<file path="config.mk">
export PLATFORM = sky130hd
export DESIGN_NAME = ordered_integer_set_unit_flat
export DESIGN_NICKNAME = d
export VERILOG_FILES = /design/src/rtl/osu_pkg.sv /design/src/rtl/osu_if.sv /design/src/rtl/osu_ctrl.sv /design/src/rtl/osu_datapath.sv /design/src/rtl/ordered_integer_set_unit.sv /design/src/flat_wrapper.sv
export SDC_FILE = /design/constraint.sdc
export NUM_CORES = 2
export LEC_CHECK = 0
export BUFFER_PORTS_ARGS = -buffer_cell sky130_fd_sc_hd__buf_4
export CELL_PAD_IN_SITES_DETAIL_PLACEMENT = 0
export CELL_PAD_IN_SITES_GLOBAL_PLACEMENT = 1
export CORE_MARGIN = 2
export CORE_UTILIZATION = 57
export CTS_BUF_LIST = sky130_fd_sc_hd__clkbuf_8
export CTS_CLUSTER_SIZE = 30
export DETAILED_ROUTE_END_ITERATION = 8
export GPL_ROUTABILITY_DRIVEN = 0
export PLACE_DENSITY_LB_ADDON = 0.1
export SYNTH_ARGS = -nofsm -noshare
export SYNTH_HDL_FRONTEND = slang
export SYNTH_HIERARCHICAL = 1
export SYNTH_SLANG_ARGS = --single-unit
export TNS_END_PERCENT = 5
</file>
<file path="constraint.sdc">
create_clock -name clk -period 12.2 [get_ports clk]
set_clock_uncertainty 0.2 [all_clocks]
set_input_delay 1.22 -clock clk [delete_from_list [all_inputs] [get_ports clk]]
set_output_delay 1.22 -clock clk [all_outputs]
set_load 0.02 [all_outputs]
</file>
<file path="src/rtl/osu_pkg.sv">
// Package for the ordered integer set unit.
// Holds the set geometry, the request codes, the controller/datapath
// handshake structs and the bit-search helper functions. No dependencies.
package osu_pkg;

  // Set geometry: keys 0 .. UNIVERSE-1 in NUM_WORDS member words.
  localparam int UNIVERSE  = 1024;
  localparam int WORD_BITS = 64;
  localparam int NUM_WORDS = (UNIVERSE + WORD_BITS - 1) / WORD_BITS;
  localparam int KEY_W     = 10;
  localparam int RES_W     = 11;
  localparam int CNT_W     = 11;
  localparam int REQ_W     = 3;
  localparam int BIT_W     = $clog2(WORD_BITS);
  localparam int WADDR_W   = $clog2(NUM_WORDS);

  // Request codes.
  localparam logic [REQ_W-1:0] REQ_INSERT  = 3'd0;
  localparam logic [REQ_W-1:0] REQ_REMOVE  = 3'd1;
  localparam logic [REQ_W-1:0] REQ_SUCC    = 3'd2;
  localparam logic [REQ_W-1:0] REQ_MIN     = 3'd3;
  localparam logic [REQ_W-1:0] REQ_POP_MIN = 3'd4;

  // Key value that means "no member".
  localparam logic [RES_W-1:0] NO_KEY = RES_W'(UNIVERSE);

  typedef logic [WORD_BITS-1:0] word_t;
  typedef logic [NUM_WORDS-1:0] summary_t;

  // Commands from the controller to the datapath.
  typedef struct packed {
    logic capture;  // take in a request and pick the first word to read
    logic read;     // read the member word at the current word address
    logic eval;     // evaluate the word, update state, load the result
    logic second;   // evaluation of the follow-up word of a successor search
  } osu_cmd_t;

  // Status from the datapath to the controller.
  typedef struct packed {
    logic need_next;  // successor must continue in a later word
    logic out_free;   // result register can take a new result this cycle
  } osu_status_t;

  // Index of the lowest set bit of a member word; zero when the word is empty.
  function automatic logic [BIT_W-1:0] lowest_bit(input word_t value);
    logic [BIT_W-1:0] idx;
    idx = '0;
    for (int i = WORD_BITS - 1; i >= 0; i--) begin
      if (value[i]) idx = BIT_W'(i);
    end
    return idx;
  endfunction

  // Index of the lowest non-empty word in a summary; zero when none is set.
  function automatic logic [WADDR_W-1:0] lowest_word(input summary_t value);
    logic [WADDR_W-1:0] idx;
    idx = '0;
    for (int i = NUM_WORDS - 1; i >= 0; i--) begin
      if (value[i]) idx = WADDR_W'(i);
    end
    return idx;
  endfunction

endpackage

</file>
<file path="src/rtl/osu_if.sv">
// Valid/ready channel interfaces for the ordered integer set unit.
// osu_req_if carries requests, osu_rsp_if carries results. Depends on osu_pkg.
interface osu_req_if;
  logic                         valid;
  logic                         ready;
  logic [osu_pkg::REQ_W-1:0]    req_type;
  logic [osu_pkg::KEY_W-1:0]    key;

  modport source (output valid, req_type, key, input ready);
  modport sink   (input valid, req_type, key, output ready);
endinterface

interface osu_rsp_if;
  logic                         valid;
  logic                         ready;
  logic [osu_pkg::RES_W-1:0]    result_key;
  logic                         found;
  logic [osu_pkg::CNT_W-1:0]    member_count;

  modport source (output valid, result_key, found, member_count, input ready);
  modport sink   (input valid, result_key, found, member_count, output ready);
endinterface

</file>
<file path="src/rtl/osu_ctrl.sv">
// Controller state machine of the ordered integer set unit.
// Sequences capture, word read and evaluation; uses osu_pkg structs.
module osu_ctrl (
  input  logic                  clk,
  input  logic                  rst,
  input  logic                  req_valid,
  output logic                  req_ready,
  input  osu_pkg::osu_status_t  status,
  output osu_pkg::osu_cmd_t     cmd
);
  import osu_pkg::*;

  localparam logic [2:0] ST_IDLE  = 3'd0;
  localparam logic [2:0] ST_READ  = 3'd1;
  localparam logic [2:0] ST_EVAL  = 3'd2;
  localparam logic [2:0] ST_READ2 = 3'd3;
  localparam logic [2:0] ST_EVAL2 = 3'd4;

  logic [2:0] state;
  logic [2:0] state_next;

  // Next state and command decode.
  always_comb begin
    state_next  = state;
    cmd         = '0;
    req_ready   = 1'b0;
    case (state)
      ST_IDLE: begin
        req_ready   = 1'b1;
        cmd.capture = req_valid;
        if (req_valid) state_next = ST_READ;
      end
      ST_READ: begin
        cmd.read   = 1'b1;
        state_next = ST_EVAL;
      end
      ST_EVAL: begin
        // Evaluation waits until the result register has room.
        if (status.out_free) begin
          cmd.eval   = 1'b1;
          state_next = status.need_next ? ST_READ2 : ST_IDLE;
        end
      end
      ST_READ2: begin
        cmd.read   = 1'b1;
        state_next = ST_EVAL2;
      end
      ST_EVAL2: begin
        if (status.out_free) begin
          cmd.eval   = 1'b1;
          cmd.second = 1'b1;
          state_next = ST_IDLE;
        end
      end
      default: begin
        state_next = ST_IDLE;
      end
    endcase
  end

  // State register.
  always_ff @(posedge clk) begin
    if (rst) begin
      state <= ST_IDLE;
    end else begin
      state <= state_next;
    end
  end

  // An accepted request always goes on to a word read.
  a_accept_reads: assert property (@(posedge clk) disable iff (rst)
    (req_valid && req_ready) |=> (state == ST_READ))
    else $error("accepted request did not move to the read state");

  // A successor search continues in at most one further word.
  a_single_follow: assert property (@(posedge clk) disable iff (rst)
    (state == ST_EVAL2 && cmd.eval) |=> (state == ST_IDLE))
    else $error("second evaluation did not finish the request");

endmodule

</file>
<file path="src/rtl/osu_datapath.sv">
// Datapath of the ordered integer set unit: member word memory, summary
// word, member count, evaluation logic and the result register. Uses osu_pkg.
module osu_datapath (
  input  logic                        clk,
  input  logic                        rst,
  input  logic [osu_pkg::REQ_W-1:0]   req_type,
  input  logic [osu_pkg::KEY_W-1:0]   key,
  input  osu_pkg::osu_cmd_t           cmd,
  output osu_pkg::osu_status_t        status,
  input  logic                        rsp_ready,
  output logic                        rsp_valid,
  output logic [osu_pkg::RES_W-1:0]   result_key,
  output logic                        found,
  output logic [osu_pkg::CNT_W-1:0]   member_count
);
  import osu_pkg::*;

  // Member words; a word whose summary bit is clear reads as empty.
  word_t mem [NUM_WORDS];

  logic [REQ_W-1:0]   req_q;
  logic [KEY_W-1:0]   key_q;
  logic [WADDR_W-1:0] word_addr;
  word_t              rd_word;
  logic               rd_live;
  summary_t           summary;
  logic [CNT_W-1:0]   count;

  word_t              word_eff;
  word_t              word_new;
  word_t              onehot;
  word_t              upper;
  logic [BIT_W-1:0]   bit_sel;
  logic               is_member;
  logic               is_min_op;
  logic               wr_en;
  summary_t           next_mask;
  logic [WADDR_W-1:0] next_addr;
  logic [CNT_W-1:0]   count_next;
  logic [RES_W-1:0]   res_key;
  logic               res_found;

  assign is_min_op = (req_type == REQ_MIN) || (req_type == REQ_POP_MIN);

  // Request capture and word address selection.
  always_ff @(posedge clk) begin
    if (cmd.capture) begin
      req_q     <= req_type;
      key_q     <= key;
      word_addr <= is_min_op ? lowest_word(summary) : key[KEY_W-1:BIT_W];
    end else if (cmd.eval && status.need_next) begin
      word_addr <= next_addr;
    end
  end

  // Registered word read.
  always_ff @(posedge clk) begin
    if (cmd.read) begin
      rd_word <= mem[word_addr];
      rd_live <= summary[word_addr];
    end
  end

  // Word write-back.
  always_ff @(posedge clk) begin
    if (cmd.eval && wr_en) begin
      mem[word_addr] <= word_new;
    end
  end

  // Word evaluation.
  always_comb begin
    word_eff   = rd_live ? rd_word : '0;
    bit_sel    = ((req_q == REQ_MIN) || (req_q == REQ_POP_MIN)) ?
                 lowest_bit(word_eff) : key_q[BIT_W-1:0];
    onehot     = word_t'(1) << bit_sel;
    is_member  = |(word_eff & onehot);
    upper      = word_eff & (({WORD_BITS{1'b1}} << bit_sel) << 1);
    next_mask  = summary & (({NUM_WORDS{1'b1}} << word_addr) << 1);
    next_addr  = lowest_word(next_mask);

    wr_en      = 1'b0;
    word_new   = word_eff;
    count_next = count;
    res_key    = NO_KEY;
    res_found  = 1'b0;
    status.need_next = 1'b0;

    case (req_q)
      REQ_INSERT: begin
        if (!is_member) begin
          wr_en      = 1'b1;
          word_new   = word_eff | onehot;
          count_next = count + CNT_W'(1);
        end
      end
      REQ_REMOVE: begin
        if (is_member) begin
          wr_en      = 1'b1;
          word_new   = word_eff & ~onehot;
          count_next = count - CNT_W'(1);
        end
      end
      REQ_SUCC: begin
        if (cmd.second) begin
          res_key   = RES_W'({word_addr, lowest_bit(word_eff)});
          res_found = 1'b1;
        end else if (|upper) begin
          res_key   = RES_W'({word_addr, lowest_bit(upper)});
          res_found = 1'b1;
        end else begin
          status.need_next = |next_mask;
        end
      end
      REQ_MIN: begin
        if (rd_live) begin
          res_key   = RES_W'({word_addr, bit_sel});
          res_found = 1'b1;
        end
      end
      REQ_POP_MIN: begin
        if (rd_live) begin
          res_key    = RES_W'({word_addr, bit_sel});
          res_found  = 1'b1;
          wr_en      = 1'b1;
          word_new   = word_eff & ~onehot;
          count_next = count - CNT_W'(1);
        end
      end
      default: begin
      end
    endcase

    status.out_free = !rsp_valid || rsp_ready;
  end

  // Summary word and member count.
  always_ff @(posedge clk) begin
    if (rst) begin
      summary <= '0;
      count   <= '0;
    end else if (cmd.eval) begin
      if (wr_en) summary[word_addr] <= |word_new;
      count <= count_next;
    end
  end

  // Result register.
  always_ff @(posedge clk) begin
    if (rst) begin
      rsp_valid <= 1'b0;
    end else if (cmd.eval && !status.need_next) begin
      rsp_valid <= 1'b1;
    end else if (rsp_ready) begin
      rsp_valid <= 1'b0;
    end
  end

  always_ff @(posedge clk) begin
    if (cmd.eval && !status.need_next) begin
      result_key   <= res_key;
      found        <= res_found;
      member_count <= count_next;
    end
  end

  // The count is zero exactly when no word is marked non-empty.
  a_count_summary: assert property (@(posedge clk) disable iff (rst)
    (count == '0) == (summary == '0))
    else $error("member count disagrees with the summary word");

  // The count never passes the size of the universe.
  a_count_range: assert property (@(posedge clk) disable iff (rst)
    count <= CNT_W'(UNIVERSE))
    else $error("member count beyond universe");

  // A found result always names a real key.
  a_found_key: assert property (@(posedge clk) disable iff (rst)
    (rsp_valid && found) |-> (result_key < NO_KEY))
    else $error("found result carries an out-of-range key");

  // A finished evaluation presents its result in the next cycle.
  a_result_loaded: assert property (@(posedge clk) disable iff (rst)
    (cmd.eval && !status.need_next) |=> rsp_valid)
    else $error("evaluated request produced no result");

endmodule

</file>
<file path="src/rtl/ordered_integer_set_unit.sv">
// Top level of the ordered integer set unit.
// Joins osu_ctrl and osu_datapath to the request and result channels
// (osu_req_if, osu_rsp_if); uses osu_pkg.
//
// Keeps a set of keys 0..1023 as sixteen 64-bit member words plus a 16-bit
// summary of non-empty words, and serves insert, remove, successor, find-min
// and remove-min requests with one result each (result_key 1024 and found 0
// mean no member). A request is answered after one member word visit for
// every type except a successor whose answer lies outside the key's own word,
// which visits a second word: each member word visit is one registered memory
// read followed by an evaluate/write-back step on the single word memory
// port. A new request is taken only after the previous one has been evaluated,
// but the result register lets it be accepted while the previous result still
// waits to be taken. The set is empty after reset, with no clearing pass.
module ordered_integer_set_unit (
  input  logic   clk,
  input  logic   rst,
  osu_req_if.sink   req,
  osu_rsp_if.source rsp
);
  import osu_pkg::*;

  osu_cmd_t    cmd;
  osu_status_t status;

  osu_ctrl u_ctrl (
    .clk       (clk),
    .rst       (rst),
    .req_valid (req.valid),
    .req_ready (req.ready),
    .status    (status),
    .cmd       (cmd)
  );

  osu_datapath u_datapath (
    .clk          (clk),
    .rst          (rst),
    .req_type     (req.req_type),
    .key          (req.key),
    .cmd          (cmd),
    .status       (status),
    .rsp_ready    (rsp.ready),
    .rsp_valid    (rsp.valid),
    .result_key   (rsp.result_key),
    .found        (rsp.found),
    .member_count (rsp.member_count)
  );

endmodule

</file>
<file path="src/flat_wrapper.sv">
// flat-port wrapper written by rule: the top's interface ports become plain ports
module ordered_integer_set_unit_flat import osu_pkg::*;
  (clk, rst, req_valid, req_req_type, req_key, req_ready, rsp_valid, rsp_result_key, rsp_found, rsp_member_count, rsp_ready);
  osu_req_if req_i ();
  osu_rsp_if rsp_i ();
  input  logic clk;
  input  logic rst;
  input wire logic [$bits(req_i.valid)-1:0] req_valid;
  input wire logic [$bits(req_i.req_type)-1:0] req_req_type;
  input wire logic [$bits(req_i.key)-1:0] req_key;
  output wire logic [$bits(req_i.ready)-1:0] req_ready;
  output wire logic [$bits(rsp_i.valid)-1:0] rsp_valid;
  output wire logic [$bits(rsp_i.result_key)-1:0] rsp_result_key;
  output wire logic [$bits(rsp_i.found)-1:0] rsp_found;
  output wire logic [$bits(rsp_i.member_count)-1:0] rsp_member_count;
  input wire logic [$bits(rsp_i.ready)-1:0] rsp_ready;
  assign req_i.valid = req_valid;
  assign req_i.req_type = req_req_type;
  assign req_i.key = req_key;
  assign req_ready = req_i.ready;
  assign rsp_valid = rsp_i.valid;
  assign rsp_result_key = rsp_i.result_key;
  assign rsp_found = rsp_i.found;
  assign rsp_member_count = rsp_i.member_count;
  assign rsp_i.ready = rsp_ready;
  ordered_integer_set_unit u_core (.clk(clk), .rst(rst), .req(req_i), .rsp(rsp_i));
endmodule
</file>
# Word-level counts from Yosys, hierarchy flattened
# Memories as Yosys holds them, arrays and structs flattened. A register that Yosys moved wholly into a read port is not among the register bits.
# Cells that the tools add are included.
[totals]
regBits = 68
latchBits = 0
ramBits = 1024
mem_bits_ro = 0
inputBits = 17
word_cells = 267
memories = 1
[classes]
addsub = 2
mul = 0
div = 0
order_cmp = 2
eq_ne = 13
shifts = 3
mux = 208
n_bitwise = 6
reduce_logical = 21
[mem_list]
columns = ["name", "depth", "width", "read_ports", "rd_clocked_by_memory_dff", "wr", "line", "text"]
rows = [
  ["u_core.u_datapath.mem", 16, 64, 1, 1, 1, "osu_datapath.sv:19", "word_t mem [NUM_WORDS];"],
]
[op_table]
columns = ["operator", "count"]
rows = [
  ["two-way mux 6 bit", 129],
  ["two-way mux 64 bit", 4],
  ["bitwise AND 64 bit", 3],
  ["case mux 64 bit (3 select lines)", 1],
  ["OR reduction 64 bit", 3],
  ["two-way mux 4 bit", 35],
  ["two-way mux 11 bit", 6],
  ["inverter 64 bit", 1],
  ["bitwise OR 64 bit", 1],
  ["left shift 1 x 6 -> 64 bit, first input constant", 1],
  ["left shift 64 x 6 -> 63 bit, first input constant", 1],
  ["case mux 11 bit (3 select lines)", 1],
  ["case mux 11 bit (2 select lines)", 1],
  ["two-way mux 1 bit", 19],
  ["bitwise AND 16 bit", 1],
  ["bitwise mux 16 bit", 1],
  ["OR reduction 16 bit", 1],
  ["left shift 16 x 4 -> 15 bit, first input constant", 1],
  ["equality test 3 x 2 -> 1 bit, second input constant", 5],
  ["case mux 3 bit (5 select lines)", 1],
  ["adder 11 x 1 -> 11 bit, second input constant", 1],
  ["subtractor 11 x 1 -> 11 bit, second input constant", 1],
  ["equality test 3 bit, second input constant", 3],
  ["two-way mux 3 bit", 3],
  ["other kinds (18)", 31],
]

# Logic depth before layout (Yosys ltp)
[depth]
ltp_word = 135
depth_mapped = 23

# Cells and area by module
# Netlist, hierarchy kept.
[modules_own_cells]
columns = ["module", "instances", "cells_each", "area_per_inst_um2", "seq_area_each_um2"]
rows = [
  ["osu_datapath", 1, 2994, 50238.2, 34342.9],
  ["osu_ctrl", 1, 21, 182.7, 60.1],
]

# Worst setup path before layout
# Ideal clock, no wire load.
[synth_path]
kind = "reg2reg"
startpoint = "reg u_core.u_datapath.rd_word[39] (read register of u_core.u_datapath.mem)"
endpoint = "reg u_core.u_datapath.summary[4]"
setup_time_ns = 0.383
arrival_time_ns = 8.996
setup_slack_ns = 2.622
stages_incl_launch_ff = 20
synth_period_minus_slack_ns = 9.578
cell_sequence = "edfxtp_1 -> or4_1 -> o31a_1 -> o211a_1 -> a221o_1 -> and2_1 -> buf_2 -> nand2_4 -> nor3_1 -> a2111oi_2 -> nand3_1 -> or4_1 -> buf_2 -> buf_6 -> buf_2 -> o31ai_4 -> a2bb2oi_2 -> buf_2 -> nor3_1 -> a311oi_1"
[synth_between]
elab_chain_len = 49
[synth_lines]
columns = ["element", "line", "text"]
rows = [
  ["start, declared", "osu_datapath.sv:24", "word_t rd_word;"],
  ["two-way mux 64 bit (*)", "osu_datapath.sv:73", "word_eff = rd_live ? rd_word : '0;"],
  ["two-way mux 6 bit (6 in a row)", "osu_pkg.sv:49", "if (value[i]) idx = BIT_W'(i);"],
  ["two-way mux 6 bit (21 in a row)", "n/a", ""],
  ["two-way mux 6 bit", "osu_pkg.sv:49", ""],
  ["two-way mux 6 bit", "n/a", ""],
  ["two-way mux 6 bit (3 in a row)", "osu_pkg.sv:49", ""],
  ["two-way mux 6 bit", "n/a", ""],
  ["two-way mux 6 bit (4 in a row)", "osu_pkg.sv:49", ""],
  ["two-way mux 6 bit (3 in a row)", "n/a", ""],
  ["two-way mux 6 bit", "osu_datapath.sv:74", "bit_sel = ((req_q == REQ_MIN) || (req_q == REQ_POP_MIN)) ?"],
  ["left shift 1 x 6 -> 64 bit", "osu_datapath.sv:76", "onehot = word_t'(1) << bit_sel;"],
  ["bitwise AND 64 bit or inverter 64 bit (tied branches)", "osu_datapath.sv:77, osu_datapath.sv:100, osu_datapath.sv:126", ""],
  ["OR reduction 64 bit or bitwise AND 64 bit (tied branches)", "osu_datapath.sv:77, osu_datapath.sv:100, osu_datapath.sv:126", ""],
  ["two-way mux 64 bit (on tied branches)", "osu_datapath.sv:98, osu_datapath.sv:91, osu_datapath.sv:122", ""],
  ["case mux 64 bit (3 select lines)", "osu_datapath.sv:89", "case (req_q)"],
  ["OR reduction 64 bit", "osu_datapath.sv:143", "if (wr_en) summary[word_addr] <= |word_new;"],
  ["bitwise mux 16 bit", "osu_datapath.sv:143", ""],
  ["end signal, assigned by index", "osu_datapath.sv:143", ""],
  ["end, declared", "osu_datapath.sv:26", "summary_t summary;"],
]
# Every way passes the cells marked *; elsewhere a longest branch is shown, timed or not.
# A chain may end at the register's enable or synchronous reset.

# Worst setup path after layout
[layout_path]
startpoint = "reg u_core.u_datapath.rd_live"
endpoint = "reg u_core.u_datapath.summary[6]"
[layout_between]
elab_chain_len = 73
[layout_lines]
columns = ["element", "line", "text"]
rows = [
  ["start, declared", "osu_datapath.sv:25", "logic rd_live;"],
  ["start signal, assigned", "osu_datapath.sv:60", "rd_live <= summary[word_addr];"],
  ["two-way mux 64 bit", "osu_datapath.sv:73", ""],
  ["two-way mux 6 bit", "osu_pkg.sv:49", ""],
  ["two-way mux 6 bit (4 in a row)", "n/a", ""],
  ["two-way mux 6 bit", "osu_pkg.sv:49", ""],
  ["two-way mux 6 bit (6 in a row)", "n/a", ""],
  ["two-way mux 6 bit (3 in a row)", "osu_pkg.sv:49", ""],
  ["two-way mux 6 bit", "n/a", ""],
  ["two-way mux 6 bit (14 in a row)", "osu_pkg.sv:49", ""],
  ["[35 not listed]", "n/a", ""],
  ["left shift 1 x 6 -> 64 bit", "osu_datapath.sv:76", ""],
  ["bitwise AND 64 bit or inverter 64 bit (tied branches)", "osu_datapath.sv:77, osu_datapath.sv:100, osu_datapath.sv:126", ""],
  ["OR reduction 64 bit or bitwise AND 64 bit (tied branches)", "osu_datapath.sv:77, osu_datapath.sv:100, osu_datapath.sv:126", ""],
  ["two-way mux 64 bit (on tied branches)", "osu_datapath.sv:98, osu_datapath.sv:91, osu_datapath.sv:122", ""],
  ["case mux 64 bit (3 select lines) (*)", "osu_datapath.sv:89", ""],
  ["net u_core.u_datapath.word_new[33]", "osu_datapath.sv:30", "word_t word_new;"],
  ["OR reduction 64 bit (*)", "osu_datapath.sv:143", ""],
  ["bitwise mux 16 bit (*)", "osu_datapath.sv:143", ""],
]
# Mark *: on every way through the listed nets, which the timed path passes. The rest lies on a longest branch.

==> reports/results.tsv <==
metric	value	unit
status	finished with violations	
failing checks	design-rule violations, max-capacitance violations, max-slew violations	
setup violators final	0	
clock network latency to the later pin of the worst-skew pair	0.86	ns
mapped cell area	50400	um2
die height	301	um
Final TNS setup	0	ns
mean area per synthesized cell	16.7	um2
met3 GRT Util	0.120	
Post-Layout Cell Count	4451	
EDFF count, synth	1125	
Total Power	8.25	mW
TritonCTS clock tree	yes	
Die Area	90900	um2
placed insts	4132	
fin. max-slew vios	2	
largest net degree at the start of global routing	158	
post-synthesis xor/xnor area fraction	0.00122	
CP endpoint kind	flop	
drt pass-1 iters	9	
initial antenna violation count	7	
Worst VDD drop	116	uV
DIE WIDTH	301	um
total clock sinks	1156	
Period Utilization, post-route	0.738	
Area growth syn-to-layout	10.5	%
DP HPWL	89.5	mm
GRT Residual Overflow	0	
number of max-cap violations	1	
Hold Buf Count CTS	0	
actual slew at the worst max-slew pin	1.60	ns
flops & latches, synth	1156	
Power Dens Cells	148	nW/um2
Lkg Pwr	17.8	nW
CP max stage cell	nor4_4	
max incr delay on CP	1.09	ns
syn nets	3034	
sequential fraction of the synthesis area	0.682	
Cell Chain, Critical Path	buf_12, inv_1, a221oi_1, a21oi_1, o211ai_1, nand3_1, or4_1, a2111oi_0, nor4_1, nand3_1, or4_2, buf_4, o21ai_1, nor4_1, nand4_1, nor4_4, a311oi_1	
multiplexer share of the synthesized area	0.148	
via count of the first global-routing pass	31100	
Min-Delay Path Class	flop to flop	
layout cells sized above 1	0.234	
RSZ-0062 raised after global routing	false	
fin crit period	9.00	ns
setup repair bufs after CTS	0	
Synth Area in Simple Gates	0.0698	
Post-layout nets	3167	
Compound-Gate Fraction of Synth Area	0.0813	
Avg Vias per Cell	7.16	
# IOs	42	
Mapped Cells	3015	
CORE AREA	88000	um2
DRT iter0 DRCs	5499	
Synth cell types	90	
total track usage	0.333	
initial core utilization	0.573	
M2 GR Usage	0.480	
most used routing layer	met2	
PostCTS Resize Cnt	0	
DR WL/cell	33.6	um
YS warnings	6	
CP Class	flop to flop	
Max Fanout on Critical Path	157	
H-tree Lvls	4	
first-pass GRT wire length	216	mm
predominant post-synthesis flop cell	edfxtp_1	
Max Clock Freq	0.111	GHz
Final Hold Fails	0	
Max Buffers Root-to-Sink	3	
Adder-Cell Fraction of Synth Area	0.000496	
DRT Wirelength	149	mm
worst endpoint required time	12.65	ns
Residual DRC	106	
ys async rst share	0	
port bufs	41	
Root Driver	clkbuf_8	
Num CTS Buffers	179	
row cnt	109	
detailed-route via count	31900	
slew margin rel.	-0.0805	
Critical Path AT	9.45	ns
met1 usage in global routing	0.464	
clk slew on worst S/H paths	0.06	ns
startpoint types	flop	
post-route ant nets	0	
largest family of logic cells by synthesized area	multiplexers	
worst max-delay path, delay by kind of cell, from the launching register on:
kind | cells | cell delay, ns
buf+inv | 3 | 1.62
flops | 1 | 0.38
simple gates | 8 | 4.39
compound gates | 6 | 2.07
Yosys cell counts (8+ instances only):
cell type / instances / share of area
nand3_1: 41 / 0.0041
o21bai_1: 16 / 0.0024
o311ai_0: 15 / 0.0026
buf_1: 28 / 0.0021
a221oi_1: 11 / 0.0019
nor3_1: 81 / 0.0080
a22o_1: 8 / 0.0014
a311oi_1: 21 / 0.0036
nor4_1: 38 / 0.0047
clkbuf_1: 134 / 0.010
nor2_1: 171 / 0.013
a211oi_1: 20 / 0.0030
mux4_2: 325 / 0.15
nand2_1: 205 / 0.015
dfxtp_1: 31 / 0.012
buf_2: 16 / 0.0016
o22ai_1: 23 / 0.0029
o211ai_1: 15 / 0.0022
and2_1: 34 / 0.0042
a31oi_1: 34 / 0.0042
edfxtp_1: 1125 / 0.67
or2_2: 9 / 0.0011
o21a_1: 13 / 0.0019
o31ai_1: 36 / 0.0054
a22oi_1: 25 / 0.0037
a21o_1: 12 / 0.0018
inv_1: 22 / 0.0016
nand2b_1: 22 / 0.0027
mux2i_1: 10 / 0.0020
o21ai_0: 105 / 0.010
and3_1: 14 / 0.0017
nor2b_1: 21 / 0.0026
nand4_1: 16 / 0.0020
o41ai_1: 35 / 0.0061
or4_1: 14 / 0.0021
a21oi_1: 106 / 0.011
or3_1: 14 / 0.0017
stage by stage:
stage	worst slack, ns	util	hold WS [ns]	instance area (um2)
final	3.20	0.633	0.328	55700
after detailed placement	3.62	0.596	0.322	52400
after global routing	2.94	0.633	0.283	55700
after CTS	3.55	0.633	0.251	55700
after global placement	3.70	0.596	0.287	52400
after floorplan	2.62	-	0.271	50400
state kept, by name (all words and copies together), names as in the netlist, 4 cells and up:
signal,count
u_core/u_datapath/mem,1024
u_core/u_datapath/rd_word,64
u_core/u_datapath/summary,16
u_core/u_datapath/count,11
u_core/u_datapath/member_count,11
u_core/u_datapath/result_key,11
u_core/u_datapath/key_q,6
u_core/u_datapath/word_addr,4
cell families after synthesis:
group	Yosys count
AO/OA/AOI/OAI	586
AND/OR/NAND/NOR	716
buffers and inverters	210
adder cells (fa/ha/maj)	2
multiplexers	338
flip-flops	1156
XOR/XNOR	7
power by group:
group / switching (mW) / total [mW] / internal [mW]
clock: 1.46 / 2.94 / 1.48
combinational: 0.573 / 0.872 / 0.299
sequential: 0.0502 / 4.44 / 4.39
total: 2.08 / 8.25 / 6.17
metal layers:
| layer | up-vias | wire length, um |
|---|---|---|
| met4 | 2 | 7750 |
| li1 | 12800 | - |
| met3 | 590 | 18700 |
| met5 | - | 19 |
| met2 | 2266 | 65700 |
| met1 | 16200 | 57200 |
path summary, 6_finish.rpt:
path                                            start                                   endpoint  slack (ns)  depth (start not counted)
max               u_core/u_datapath/rd_live$_DFFE_PP_  u_core/u_datapath/summary[6]$_SDFFE_PP0P_        3.20                         17
min          u_core/u_datapath/count[10]$_SDFFE_PP0P_   u_core/u_datapath/count[10]$_SDFFE_PP0P_        0.33                          2
max reg2reg       u_core/u_datapath/rd_live$_DFFE_PP_  u_core/u_datapath/summary[6]$_SDFFE_PP0P_        3.20                         17
min reg2reg  u_core/u_datapath/count[10]$_SDFFE_PP0P_   u_core/u_datapath/count[10]$_SDFFE_PP0P_        0.33                          2
placed cells by master, fill, tap and decap left out, types with 15 or more instances in the layout:
cell / count
clkbuf_8: 189
nor2b_1: 20
nor2_1: 168
a211oi_1: 20
o21ai_0: 103
o211ai_1: 15
a22oi_1: 25
and2_1: 34
nand3_1: 41
nor4_1: 37
clkinv_1: 33
a21oi_1: 106
a311oi_1: 21
mux4_2: 325
nor3_2: 17
a31oi_1: 34
edfxtp_1: 1125
o41ai_1: 25
nor3_1: 65
o31ai_1: 30
o21bai_1: 15
nand2b_1: 22
inv_1: 81
clkinv_2: 18
buf_4: 134
dfxtp_1: 31
o22ai_1: 23
nand4_1: 16
o311ai_0: 15
nand2_1: 205
final cells by class:
type	count	area (um2)
Clock inverter	124	631
Clock buffer	189	2600
Timing Repair Buffer	139	1110
Sequential cell	1156	34400
Antenna cell	6	15.0
Fill cell	6210	32300
Inverter	23	86.3
Multi-Input combinational cell	1649	15400
Tap cell	1165	1460
(Power assumes the default switching activity.)
